**config.mk**
```make
export PLATFORM = sky130hd
export DESIGN_NAME = huber_loss_with_gradient_core
export DESIGN_NICKNAME = d
export VERILOG_FILES = /design/src/sv/hlg_pkg.sv /design/src/sv/hlg_div.sv /design/src/sv/hlg_dp.sv /design/src/sv/hlg_ctrl.sv /design/src/sv/huber_loss_with_gradient_core.sv
export SDC_FILE = /design/constraint.sdc
export NUM_CORES = 2
export LEC_CHECK = 0
export BUFFER_PORTS_ARGS = -buffer_cell sky130_fd_sc_hd__buf_2
export CORE_UTILIZATION = 30
export CTS_CLUSTER_SIZE = 30
export DETAILED_ROUTE_END_ITERATION = 8
export GPL_TIMING_DRIVEN = 1
export PLACE_DENSITY = 0.56
export SYNTH_ARGS = -nofsm -noshare
export SYNTH_HDL_FRONTEND = slang
export SYNTH_HIERARCHICAL = 1
export SYNTH_SLANG_ARGS = --single-unit
```
**constraint.sdc**
```tcl
create_clock -name clk -period 13.27 [get_ports clk]
set_clock_uncertainty 0.1 [all_clocks]
set_input_delay 1.327 -clock clk [delete_from_list [all_inputs] [get_ports clk]]
set_output_delay 1.327 -clock clk [all_outputs]
set_load 0.02 [all_outputs]
```
**src/sv/hlg_pkg.sv**
```systemverilog
// Shared types and constants for the Huber loss with gradient core.
package hlg_pkg;

  localparam int unsigned DataW  = 32;
  localparam int unsigned DeltaW = 31;
  localparam int unsigned AccW   = 64;
  localparam int unsigned RowsW  = 16;
  localparam int unsigned CfgIdxW = 2;

  localparam logic [CfgIdxW-1:0] CFG_DELTA = 2'd0;
  localparam logic [CfgIdxW-1:0] CFG_MODE  = 2'd1;
  localparam logic [CfgIdxW-1:0] CFG_ROWS  = 2'd2;

  localparam logic [1:0] RED_SUM  = 2'd0;
  localparam logic [1:0] RED_MEAN = 2'd1;
  localparam logic [1:0] RED_ROWS = 2'd2;

  localparam logic [DeltaW-1:0] DELTA_RESET = 31'd65536;
  localparam logic [1:0]        MODE_RESET  = RED_MEAN;
  localparam logic [RowsW-1:0]  ROWS_RESET  = 16'd1;

  localparam int unsigned TermShift = 17;

  typedef struct packed {
    logic load_in;
    logic cmp;
    logic mul_a;
    logic mul_b;
    logic term;
    logic acc;
    logic div_start;
    logic out_load;
  } hlg_cmd_t;

  typedef struct packed {
    logic clip;
    logic last;
    logic div_done;
    logic out_free;
  } hlg_sts_t;

endpackage

```
**src/sv/hlg_div.sv**
```systemverilog
// Restoring divider, one quotient bit per cycle.
module hlg_div
  import hlg_pkg::*;
#(
  parameter int unsigned DividendW = 64,
  parameter int unsigned DivisorW  = 21
) (
  input  logic                 clk,
  input  logic                 rst_n,
  input  logic                 start,
  input  logic [DividendW-1:0] dividend,
  input  logic [DivisorW-1:0]  divisor,
  output logic                 done,
  output logic [DividendW-1:0] quotient
);

  localparam int unsigned StepW = $clog2(DividendW);

  logic                 busy_r, busy_nxt;
  logic                 done_r, done_nxt;
  logic [StepW-1:0]     step_r, step_nxt;
  logic [DivisorW-1:0]  rem_r, rem_nxt;
  logic [DividendW-1:0] quo_r, quo_nxt;
  logic [DivisorW:0]    trial;
  logic [DivisorW:0]    trial_sub;
  logic                 fits;

  always_comb begin
    trial     = {rem_r, quo_r[DividendW-1]};
    trial_sub = trial - {1'b0, divisor};
    fits      = trial >= {1'b0, divisor};
    busy_nxt  = busy_r;
    done_nxt  = 1'b0;
    step_nxt  = step_r;
    rem_nxt   = rem_r;
    quo_nxt   = quo_r;
    if (start) begin
      busy_nxt = 1'b1;
      step_nxt = '0;
      rem_nxt  = '0;
      quo_nxt  = dividend;
    end else if (busy_r) begin
      rem_nxt  = fits ? trial_sub[DivisorW-1:0] : trial[DivisorW-1:0];
      quo_nxt  = {quo_r[DividendW-2:0], fits};
      step_nxt = step_r + 1'b1;
      if (step_r == StepW'(DividendW - 1)) begin
        busy_nxt = 1'b0;
        done_nxt = 1'b1;
      end
    end
  end

  always_ff @(posedge clk) begin
    if (!rst_n) begin
      busy_r <= 1'b0;
      done_r <= 1'b0;
      step_r <= '0;
    end else begin
      busy_r <= busy_nxt;
      done_r <= done_nxt;
      step_r <= step_nxt;
    end
    rem_r <= rem_nxt;
    quo_r <= quo_nxt;
  end

  assign done     = done_r;
  assign quotient = quo_r;

endmodule

```
**src/sv/hlg_dp.sv**
```systemverilog
// Datapath: configuration registers, residual, shared multiplier, accumulator, divider and output word.
module hlg_dp
  import hlg_pkg::*;
#(
  parameter int unsigned MAX_ITEMS = 1048576
) (
  input  logic               clk,
  input  logic               rst_n,
  input  logic [63:0]        in_tdata,
  input  logic               in_tlast,
  input  logic               cfg_valid,
  input  logic [CfgIdxW-1:0] cfg_index,
  input  logic [31:0]        cfg_data,
  input  hlg_cmd_t           cmd,
  output hlg_sts_t           sts,
  output logic               out_tvalid,
  input  logic               out_tready,
  output logic [63:0]        out_tdata,
  output logic               out_tlast,
  output logic               out_tuser
);

  localparam int unsigned CntW = $clog2(MAX_ITEMS + 1);
  localparam int unsigned DivW = (CntW > RowsW) ? CntW : RowsW;

  logic [DeltaW-1:0]       delta_r;
  logic [1:0]              mode_r;
  logic [RowsW-1:0]        rows_r;

  logic signed [DataW-1:0] diff_r, diff_nxt;
  logic [DataW-1:0]        mag_r, mag_nxt;
  logic                    last_r;
  logic                    clip_r;
  logic [DataW-1:0]        grad_r;
  logic [AccW-1:0]         prod_r;
  logic [AccW-1:0]         sq_r;
  logic [AccW-1:0]         term_r;
  logic [AccW-1:0]         acc_r;
  logic [CntW-1:0]         cnt_r;
  logic                    sat_r;

  logic                    out_valid_r;
  logic [DataW-1:0]        out_grad_r;
  logic [DeltaW-1:0]       out_loss_r;
  logic                    out_last_r;
  logic                    out_flag_r;

  logic [DataW:0]          diff_wide;
  logic                    diff_hi, diff_lo;
  logic [DataW-1:0]        delta_ext;
  logic [DataW-1:0]        mul_x, mul_y;
  logic [AccW-1:0]         mul_p;
  logic [AccW-1:0]         lin_tmp;
  logic [AccW:0]           acc_sum;
  logic [DivW-1:0]         div_sel, divisor;
  logic                    div_done;
  logic [AccW-1:0]         quotient;
  logic                    loss_sat;
  logic [DeltaW-1:0]       loss_val;

  assign delta_ext = {1'b0, delta_r};

  always_comb begin
    diff_wide = {in_tdata[31], in_tdata[31:0]} - {in_tdata[63], in_tdata[63:32]};
    diff_hi   = !diff_wide[DataW] && diff_wide[DataW-1];
    diff_lo   = diff_wide[DataW] && !diff_wide[DataW-1];
    if (diff_hi) begin
      diff_nxt = {1'b0, {(DataW-1){1'b1}}};
    end else if (diff_lo) begin
      diff_nxt = {1'b1, {(DataW-1){1'b0}}};
    end else begin
      diff_nxt = diff_wide[DataW-1:0];
    end
    mag_nxt = diff_nxt[DataW-1] ? (~diff_nxt + 1'b1) : diff_nxt;
  end

  always_comb begin
    mul_x = mag_r;
    mul_y = clip_r ? delta_ext : mag_r;
    if (cmd.mul_b) begin
      mul_x = delta_ext;
      mul_y = delta_ext;
    end
    mul_p = {32'b0, mul_x} * {32'b0, mul_y};
  end

  assign lin_tmp = {prod_r[AccW-2:0], 1'b0} - sq_r;
  assign acc_sum = {1'b0, acc_r} + {1'b0, term_r};

  always_comb begin
    case (mode_r)
      RED_MEAN: div_sel = DivW'(cnt_r);
      RED_ROWS: div_sel = DivW'(rows_r);
      default:  div_sel = DivW'(1);
    endcase
    divisor = (div_sel == '0) ? DivW'(1) : div_sel;
  end

  hlg_div #(
    .DividendW(AccW),
    .DivisorW (DivW)
  ) u_div (
    .clk     (clk),
    .rst_n   (rst_n),
    .start   (cmd.div_start),
    .dividend(acc_r),
    .divisor (divisor),
    .done    (div_done),
    .quotient(quotient)
  );

  assign loss_sat = last_r && (quotient[AccW-1:DeltaW] != '0);
  assign loss_val = !last_r ? '0 : (loss_sat ? '1 : quotient[DeltaW-1:0]);

  always_ff @(posedge clk) begin
    if (!rst_n) begin
      delta_r <= DELTA_RESET;
      mode_r  <= MODE_RESET;
      rows_r  <= ROWS_RESET;
    end else if (cfg_valid) begin
      case (cfg_index)
        CFG_DELTA: delta_r <= cfg_data[DeltaW-1:0];
        CFG_MODE:  mode_r  <= cfg_data[1:0];
        CFG_ROWS:  rows_r  <= cfg_data[RowsW-1:0];
        default: ;
      endcase
    end
  end

  always_ff @(posedge clk) begin
    if (cmd.load_in) begin
      diff_r <= diff_nxt;
      mag_r  <= mag_nxt;
      last_r <= in_tlast;
    end
    if (cmd.cmp) begin
      clip_r <= mag_r > delta_ext;
      if (mag_r > delta_ext) begin
        grad_r <= diff_r[DataW-1] ? (~delta_ext + 1'b1) : delta_ext;
      end else begin
        grad_r <= diff_r;
      end
    end
    if (cmd.mul_a) begin
      prod_r <= mul_p;
    end
    if (cmd.mul_b) begin
      sq_r <= mul_p;
    end
    if (cmd.term) begin
      term_r <= clip_r ? {{TermShift{1'b0}}, lin_tmp[AccW-1:TermShift]}
                       : {{TermShift{1'b0}}, prod_r[AccW-1:TermShift]};
    end
    if (cmd.out_load) begin
      out_grad_r <= grad_r;
      out_loss_r <= loss_val;
      out_last_r <= last_r;
      out_flag_r <= sat_r | loss_sat;
    end
  end

  always_ff @(posedge clk) begin
    if (!rst_n) begin
      acc_r       <= '0;
      cnt_r       <= '0;
      sat_r       <= 1'b0;
      out_valid_r <= 1'b0;
    end else begin
      if (cmd.load_in && (diff_hi || diff_lo)) begin
        sat_r <= 1'b1;
      end
      if (cmd.acc) begin
        if (acc_sum[AccW]) begin
          acc_r <= '1;
          sat_r <= 1'b1;
        end else begin
          acc_r <= acc_sum[AccW-1:0];
        end
        if (cnt_r < CntW'(MAX_ITEMS)) begin
          cnt_r <= cnt_r + 1'b1;
        end
      end
      if (cmd.out_load && last_r) begin
        acc_r <= '0;
        cnt_r <= '0;
        sat_r <= 1'b0;
      end
      if (cmd.out_load) begin
        out_valid_r <= 1'b1;
      end else if (out_tready) begin
        out_valid_r <= 1'b0;
      end
    end
  end

  always_comb begin
    sts.clip     = clip_r;
    sts.last     = last_r;
    sts.div_done = div_done;
    sts.out_free = !out_valid_r || out_tready;
  end

  assign out_tvalid = out_valid_r;
  assign out_tdata  = {1'b0, out_loss_r, out_grad_r};
  assign out_tlast  = out_last_r;
  assign out_tuser  = out_flag_r;

endmodule

```
**src/sv/hlg_ctrl.sv**
```systemverilog
// Controller state machine sequencing one word through the datapath.
module hlg_ctrl
  import hlg_pkg::*;
(
  input  logic     clk,
  input  logic     rst_n,
  input  logic     in_tvalid,
  output logic     in_tready,
  input  hlg_sts_t sts,
  output hlg_cmd_t cmd
);

  typedef enum logic [8:0] {
    S_IDLE = 9'b000000001,
    S_CMP  = 9'b000000010,
    S_MULA = 9'b000000100,
    S_MULB = 9'b000001000,
    S_TERM = 9'b000010000,
    S_ACC  = 9'b000100000,
    S_DST  = 9'b001000000,
    S_DIV  = 9'b010000000,
    S_OUT  = 9'b100000000
  } state_t;

  state_t state_r, state_nxt;

  always_comb begin
    state_nxt = state_r;
    cmd       = '0;
    in_tready = 1'b0;
    case (state_r)
      S_IDLE: begin
        in_tready = 1'b1;
        if (in_tvalid) begin
          cmd.load_in = 1'b1;
          state_nxt   = S_CMP;
        end
      end
      S_CMP: begin
        cmd.cmp   = 1'b1;
        state_nxt = S_MULA;
      end
      S_MULA: begin
        cmd.mul_a = 1'b1;
        state_nxt = sts.clip ? S_MULB : S_TERM;
      end
      S_MULB: begin
        cmd.mul_b = 1'b1;
        state_nxt = S_TERM;
      end
      S_TERM: begin
        cmd.term  = 1'b1;
        state_nxt = S_ACC;
      end
      S_ACC: begin
        cmd.acc   = 1'b1;
        state_nxt = sts.last ? S_DST : S_OUT;
      end
      S_DST: begin
        cmd.div_start = 1'b1;
        state_nxt     = S_DIV;
      end
      S_DIV: begin
        if (sts.div_done) begin
          state_nxt = S_OUT;
        end
      end
      S_OUT: begin
        if (sts.out_free) begin
          cmd.out_load = 1'b1;
          state_nxt    = S_IDLE;
        end
      end
      default: begin
        state_nxt = S_IDLE;
      end
    endcase
  end

  always_ff @(posedge clk) begin
    if (!rst_n) begin
      state_r <= S_IDLE;
    end else begin
      state_r <= state_nxt;
    end
  end

endmodule

```
**src/sv/huber_loss_with_gradient_core.sv**
```systemverilog
// Top level of the Huber loss with gradient core; one word is in flight at a time.
// An accepted word steps through compare, multiply, term, accumulate and output load, with a
// second multiply if clipped; a last word also runs the 64-step divider for the reduction.
// No new word is taken until the previous result is loaded, which waits for output room.
// Synchronous active-low reset restores the register defaults and clears the accumulator,
// the item count, the saturation flag and all handshake state.
module huber_loss_with_gradient_core
  import hlg_pkg::*;
#(
  parameter int unsigned MAX_ITEMS = 1048576
) (
  input  logic               clk,
  input  logic               rst_n,
  input  logic               in_tvalid,
  output logic               in_tready,
  input  logic [63:0]        in_tdata,   // pred_value, target_value
  input  logic               in_tlast,
  input  logic               cfg_valid,
  output logic               cfg_ready,
  input  logic [CfgIdxW-1:0] cfg_index,
  input  logic [31:0]        cfg_data,
  output logic               out_tvalid,
  input  logic               out_tready,
  output logic [63:0]        out_tdata,  // residual_grad, loss_value, zero pad
  output logic               out_tlast,
  output logic               out_tuser   // overflow_flag
);

  hlg_cmd_t cmd;
  hlg_sts_t sts;

  assign cfg_ready = 1'b1;

  hlg_ctrl u_ctrl (
    .clk      (clk),
    .rst_n    (rst_n),
    .in_tvalid(in_tvalid),
    .in_tready(in_tready),
    .sts      (sts),
    .cmd      (cmd)
  );

  hlg_dp #(
    .MAX_ITEMS(MAX_ITEMS)
  ) u_dp (
    .clk       (clk),
    .rst_n     (rst_n),
    .in_tdata  (in_tdata),
    .in_tlast  (in_tlast),
    .cfg_valid (cfg_valid),
    .cfg_index (cfg_index),
    .cfg_data  (cfg_data),
    .cmd       (cmd),
    .sts       (sts),
    .out_tvalid(out_tvalid),
    .out_tready(out_tready),
    .out_tdata (out_tdata),
    .out_tlast (out_tlast),
    .out_tuser (out_tuser)
  );

endmodule

```
**Yosys cells after proc, flatten, opt, wreduce, memory -nomap -nowiden**

Index checks and enable logic that the tools add are counted.
Widths: inputs -> output; s select.

- Output and inout bits: 69
- Logic and storage cells: 125
- Input bits: 104
- Register bits: 593

- Equal/unequal tests: 17
- Muxes and demuxes: 42
- Reductions and logical operators: 23
- Order comparisons: 3
- Bitwise operators: 5
- Add/sub/neg operators: 8
- Multipliers: 1

Operator list:

| kind | number |
|---|---|
| $mux 32 | 7 |
| $mux 64 | 3 |
| $pmux 9 s9 | 1 |
| $add 64x64->65 | 1 |
| $add 32x1->32 const B | 2 |
| $mul 32x32->64 | 1 |
| $sub 64x64->64 | 1 |
| $mux 31 | 2 |
| $mux 47 | 1 |
| $mux 21 | 2 |
| $pmux 21 s2 | 1 |
| $mux 9 | 4 |
| $reduce_bool 33->1 | 1 |
| $sub 32x32->33 | 1 |
| $gt 32x31->1 | 1 |
| $not 31->32 | 1 |
| $not 32->32 | 1 |
| $ge 22x21->1 | 1 |
| $add 21x1->21 const B | 1 |
| $logic_not 21->1 | 1 |
| $lt 21x21->1 const B | 1 |
| $sub 21x21->21 | 1 |
| $mux 1 | 20 |
| $eq 9x1->1 const B | 1 |
| 26 further kinds | 42 |

**Longest topological paths before layout**

- Depth in word-level cells: 8
- Mapped depth: 39
- Gate-level depth less buffers: 33

**By module**

Netlist, hierarchy kept.

Modules (own cells, without submodules):

| module | area each (um^2) | times used | cells an instance | sequential area each (um^2) |
|---|---|---|---|---|
| hlg_dp | 60734.5 | 1 | 6594 | 12842.3 |
| hlg_div | 5028.6 | 1 | 437 | 2502.4 |
| hlg_ctrl | 583.1 | 1 | 73 | 180.2 |
| huber_loss_with_gradient_core | 11.3 | 1 | 2 | 0.0 |

**Worst setup path before layout**

OpenSTA, ideal clock, no wires.

- Path kind: register to register
- Start point: register u_ctrl.state_r[7]
- End point: register u_dp.prod_r[59], data pin
- Arrival: 13.757 ns
- Buffers on the path: 6
- Slack: -0.727 ns
- Data required time: 13.030 ns
- Clock period less this slack: 13.997 ns
- Library setup time: 0.140 ns
- Stages on the path, launching flop included: 35
- Path through: dfxtp_1 > buf_4 > nor3_1 > nand2_1 > nor3_1 > clkbuf_1 > clkbuf_1 > buf_1 > mux2i_1 > clkbuf_1 > nor2_1 > fa_1 > inv_1 > fa_1 > inv_1 > fa_1 > inv_1 > fa_1 > inv_1 > fa_1 > fa_1 > fa_1 > fa_1 > ha_1 > clkbuf_1 > o21ai_0 > nor2_1 > nor3_1 > inv_1 > or3_1 > a211o_1 > a21oi_2 > a211oi_1 > or4b_1 > nand3_1

RTL lines:

| element | line | source |
|---|---|---|
| start: declaration | hlg_ctrl.sv:25 | `state_t state_r, state_nxt;` |
| start signal: assignment | hlg_ctrl.sv:84 | `state_r <= state_nxt;` |
| end signal: assignment | hlg_dp.sv:145 | `prod_r <= mul_p;` |
| end: declaration | hlg_dp.sv:35 | `logic [AccW-1:0] prod_r;` |

==> flow_metrics.env <==
export IMPL_status="complete, no violations"
export IMPL_regArea_mm2=0.0155
export IMPL_grt_ovfl_total=0
export IMPL_drcViolationCount=0
export IMPL_cts_resized=0
export IMPL_max_slew_margin=0.110
export IMPL_dp_hpwl_mm=161
export IMPL_ctsHoldBuffers=0
export IMPL_setup_viol=0
export IMPL_whs_path_depth=0
export IMPL_cts_tree="built"
export IMPL_vias_per_cell=5.08
export IMPL_hold_path_end="u_dp/out_grad_r[3]"
export IMPL_rsz0062_at_grt="false"
export IMPL_place_gp_congestion=0.943
export IMPL_rows=172
export IMPL_cts_htree_levels=3
export IMPL_drive_above_1_share=0.0945
export IMPL_gr_usage_all_layers=0.184
export IMPL_synth_async_reset_ratio=0
export IMPL_fill_cells=22600
export IMPL_crit_fanout=31
export IMPL_ios=173
export IMPL_numCtsBuffers=68
export IMPL_die_w_um=472
export IMPL_drt_total_wl_mm=207
export IMPL_tns_ns=0
export IMPL_fin_hold_ws_ns=0.315
export IMPL_syn_area_mm2=0.0664
export IMPL_final_cell_area_mm2=0.0733
export IMPL_io_buffers=169
export IMPL_cp_top_family="adder cells"
export IMPL_fp_coreArea_mm2=0.220
export IMPL_ys_seq_elements=575
export IMPL_min_from="u_dp/grad_r[3]"
export IMPL_hold_viol_final=0
export IMPL_syn_avg_cell_area_um2=9.34
export IMPL_max_cap_violations=0
export IMPL_cts_root_buf="clkbuf_16"
export IMPL_syn_to_final_growth_pct=10.5
export IMPL_synth_top_area_cell="fa_1"
export IMPL_clk_pin_slew_worst_paths_ns=0.06
export IMPL_regToRegStartpoint="u_ctrl/state_r[4]"
export IMPL_timing_rr_end="u_dp/prod_r[63]"
export IMPL_max_freq_ghz=0.0861
export IMPL_postCtsSetupBuffers=0
export IMPL_multiInputGateArea_mm2=0.0458
export IMPL_vias=51400
export IMPL_critPathRequiredTime_ns=13.63
export IMPL_report_final_slew_viol_count=0
export IMPL_crit_top_cell="fa_1"
export IMPL_arrival_ns=11.97
export IMPL_yosysWarnings=6
export IMPL_clock_path_buffers=3
export IMPL_critPathKind="reg -> reg"
export IMPL_drtPass1Iterations=5
export IMPL_drtIter0Drc=4150
export IMPL_synth_distinct_cells=114
export IMPL_grt_antenna_before_repair=1
export IMPL_clock_latency_ns=0.68
export IMPL_dpl_cell_area_mm2=0.0709
export IMPL_postSynthCellCount=7106
export IMPL_synth_area_leaders="fa_1 27%, edfxtp_1 18%, ha_1 8.8%"
export IMPL_grt_pass1_vias=52100
export IMPL_hp_class="reg -> reg"
export IMPL_startpoint_type="register"
export IMPL_die_y_um=472
export IMPL_synth_edf_count=401
export IMPL_synth_flop_cell="edfxtp_1"
export IMPL_post_route_period_util=0.875
export IMPL_max_stage_delay_ns=1.07
export IMPL_wl_per_cell_um=20.5
export IMPL_end_kind="register"
export IMPL_grt_pass1_wl_mm=316
export IMPL_ant_nets=0
export IMPL_grt_max_degree=81
export IMPL_ff2ff_setup_slack_ns=1.66
export IMPL_start_util=0.302
export IMPL_worst_slew_pin_slew_ns=1.33
export IMPL_synth_seq_area_share=0.234
export IMPL_synth_top_area_share=0.271
export IMPL_syn_nets=8574
export IMPL_fin_nets=8579
export IMPL_reg2reg_depth=29
export IMPL_worst_path_buf_inv=4
export IMPL_period_minus_slack_ns=11.61
export IMPL_clock_sinks=575
export IMPL_cpMaxStageDelayCell="o21ai_1"
export IMPL_die_area_mm2=0.223
per-layer routing:
layer | wire length [um] | global-route usage
met5 | 13 | 0
met4 | 8690 | 0.0703
met3 | 19100 | 0.0483
met2 | 88300 | 0.278
met1 | 91100 | 0.251
cells in the mapped netlist, types with 25 or more instances:
master,number
inv_1,1087
fa_1,899
nor2_1,799
nand2_1,772
ha_1,465
edfxtp_1,401
clkbuf_1,308
a21oi_1,269
o21ai_0,203
dfxtp_1,174
a21o_1,147
mux2_2,147
xnor2_1,147
a31oi_1,93
xor2_1,92
mux2i_1,90
nand3_1,72
nand4_1,68
o21a_1,67
nor3_1,61
a21boi_0,53
and3_1,50
nor2b_1,49
a211oi_1,48
o21ai_1,41
nand2b_1,35
o21bai_1,28
and2_1,26
nor4_1,25
state kept, by name, summed over array words and instances (netlist names), 31 cells and up:
name,cells
u_dp/prod_r,64
u_dp/out_loss_r,31
u_dp/mag_r,31
u_dp/u_div/quotient,64
u_dp/delta_r,31
u_dp/out_grad_r,32
u_dp/grad_r,32
u_dp/diff_r,32
u_dp/acc_r,64
u_dp/term_r,47
u_dp/sq_r,64
worst max-delay path by stage:
stage / startpoint / depth (start not counted) / slack, ns / endpoint
3_3_place_gp: u_ctrl/state_r[4] / 27 / 1.90 / u_dp/prod_r[63]
2_1_floorplan: u_ctrl/state_r[7] / 34 / 1.24 / u_dp/prod_r[59]
3_5_place_dp: u_ctrl/state_r[4] / 27 / 1.86 / u_dp/prod_r[63]
6_report: u_ctrl/state_r[4] / 29 / 1.66 / u_dp/prod_r[63]
5_1_grt: u_ctrl/state_r[4] / 29 / 1.18 / u_dp/prod_r[63]
4_1_cts: u_ctrl/state_r[4] / 27 / 1.85 / u_dp/prod_r[63]
kinds of logic (layout without fill, tap and decap cells):
| logic type | Yosys count | after routing | share of synthesized area |
|---|---|---|---|
| AO/OA/AOI/OAI | 1165 | 1165 | 0.115 |
| XOR/XNOR | 239 | 239 | 0.0315 |
| adder cells (fa/ha/maj) | 1364 | 1364 | 0.359 |
| buffers and inverters | 1437 | 1497 | 0.0825 |
| flip-flops | 575 | 575 | 0.234 |
| multiplexers | 247 | 247 | 0.0404 |
| other | 2 | 4 | 0.000113 |
| AND/OR/NAND/NOR | 2077 | 2077 | 0.138 |
cell type report:
cell class / instances / share of cell area
inverter: 1087 / 0.0557
clock inverter: 41 / 0.00840
tap: 2958 / 0.0505
timing repair buffer: 285 / 0.0236
clock buffer: 84 / 0.0246
multi-input combinational: 5094 / 0.625
antenna: 2 / 0.0000683
sequential: 575 / 0.212
metrics by stage:
| stage | cells | worst slack, ns | utilization |
|---|---|---|---|
| after floorplan | 7106 | 1.24 | - |
| after CTS | 10100 | 1.85 | 0.334 |
| after global routing | 10100 | 1.18 | 0.334 |
| after detailed placement | 9999 | 1.86 | 0.323 |
| final | 10100 | 1.66 | 0.334 |
| after global placement | 9999 | 1.90 | 0.323 |
placed cells by master, fill, tap and decap left out, types with 169 or more instances in the layout:
| cell type | synthesis | final |
|---|---|---|
| edfxtp_1 | 401 | 401 |
| dfxtp_1 | 174 | 174 |
| buf_2 | 10 | 169 |
| fa_1 | 899 | 899 |
| nor2_1 | 799 | 796 |
| o21ai_0 | 203 | 196 |
| inv_1 | 1087 | 1086 |
| a21oi_1 | 269 | 269 |
| nand2_1 | 772 | 772 |
| ha_1 | 465 | 464 |
Power is not shown: default switching activity piles up to over one toggle a cycle in this logic, so the estimate is an artifact.
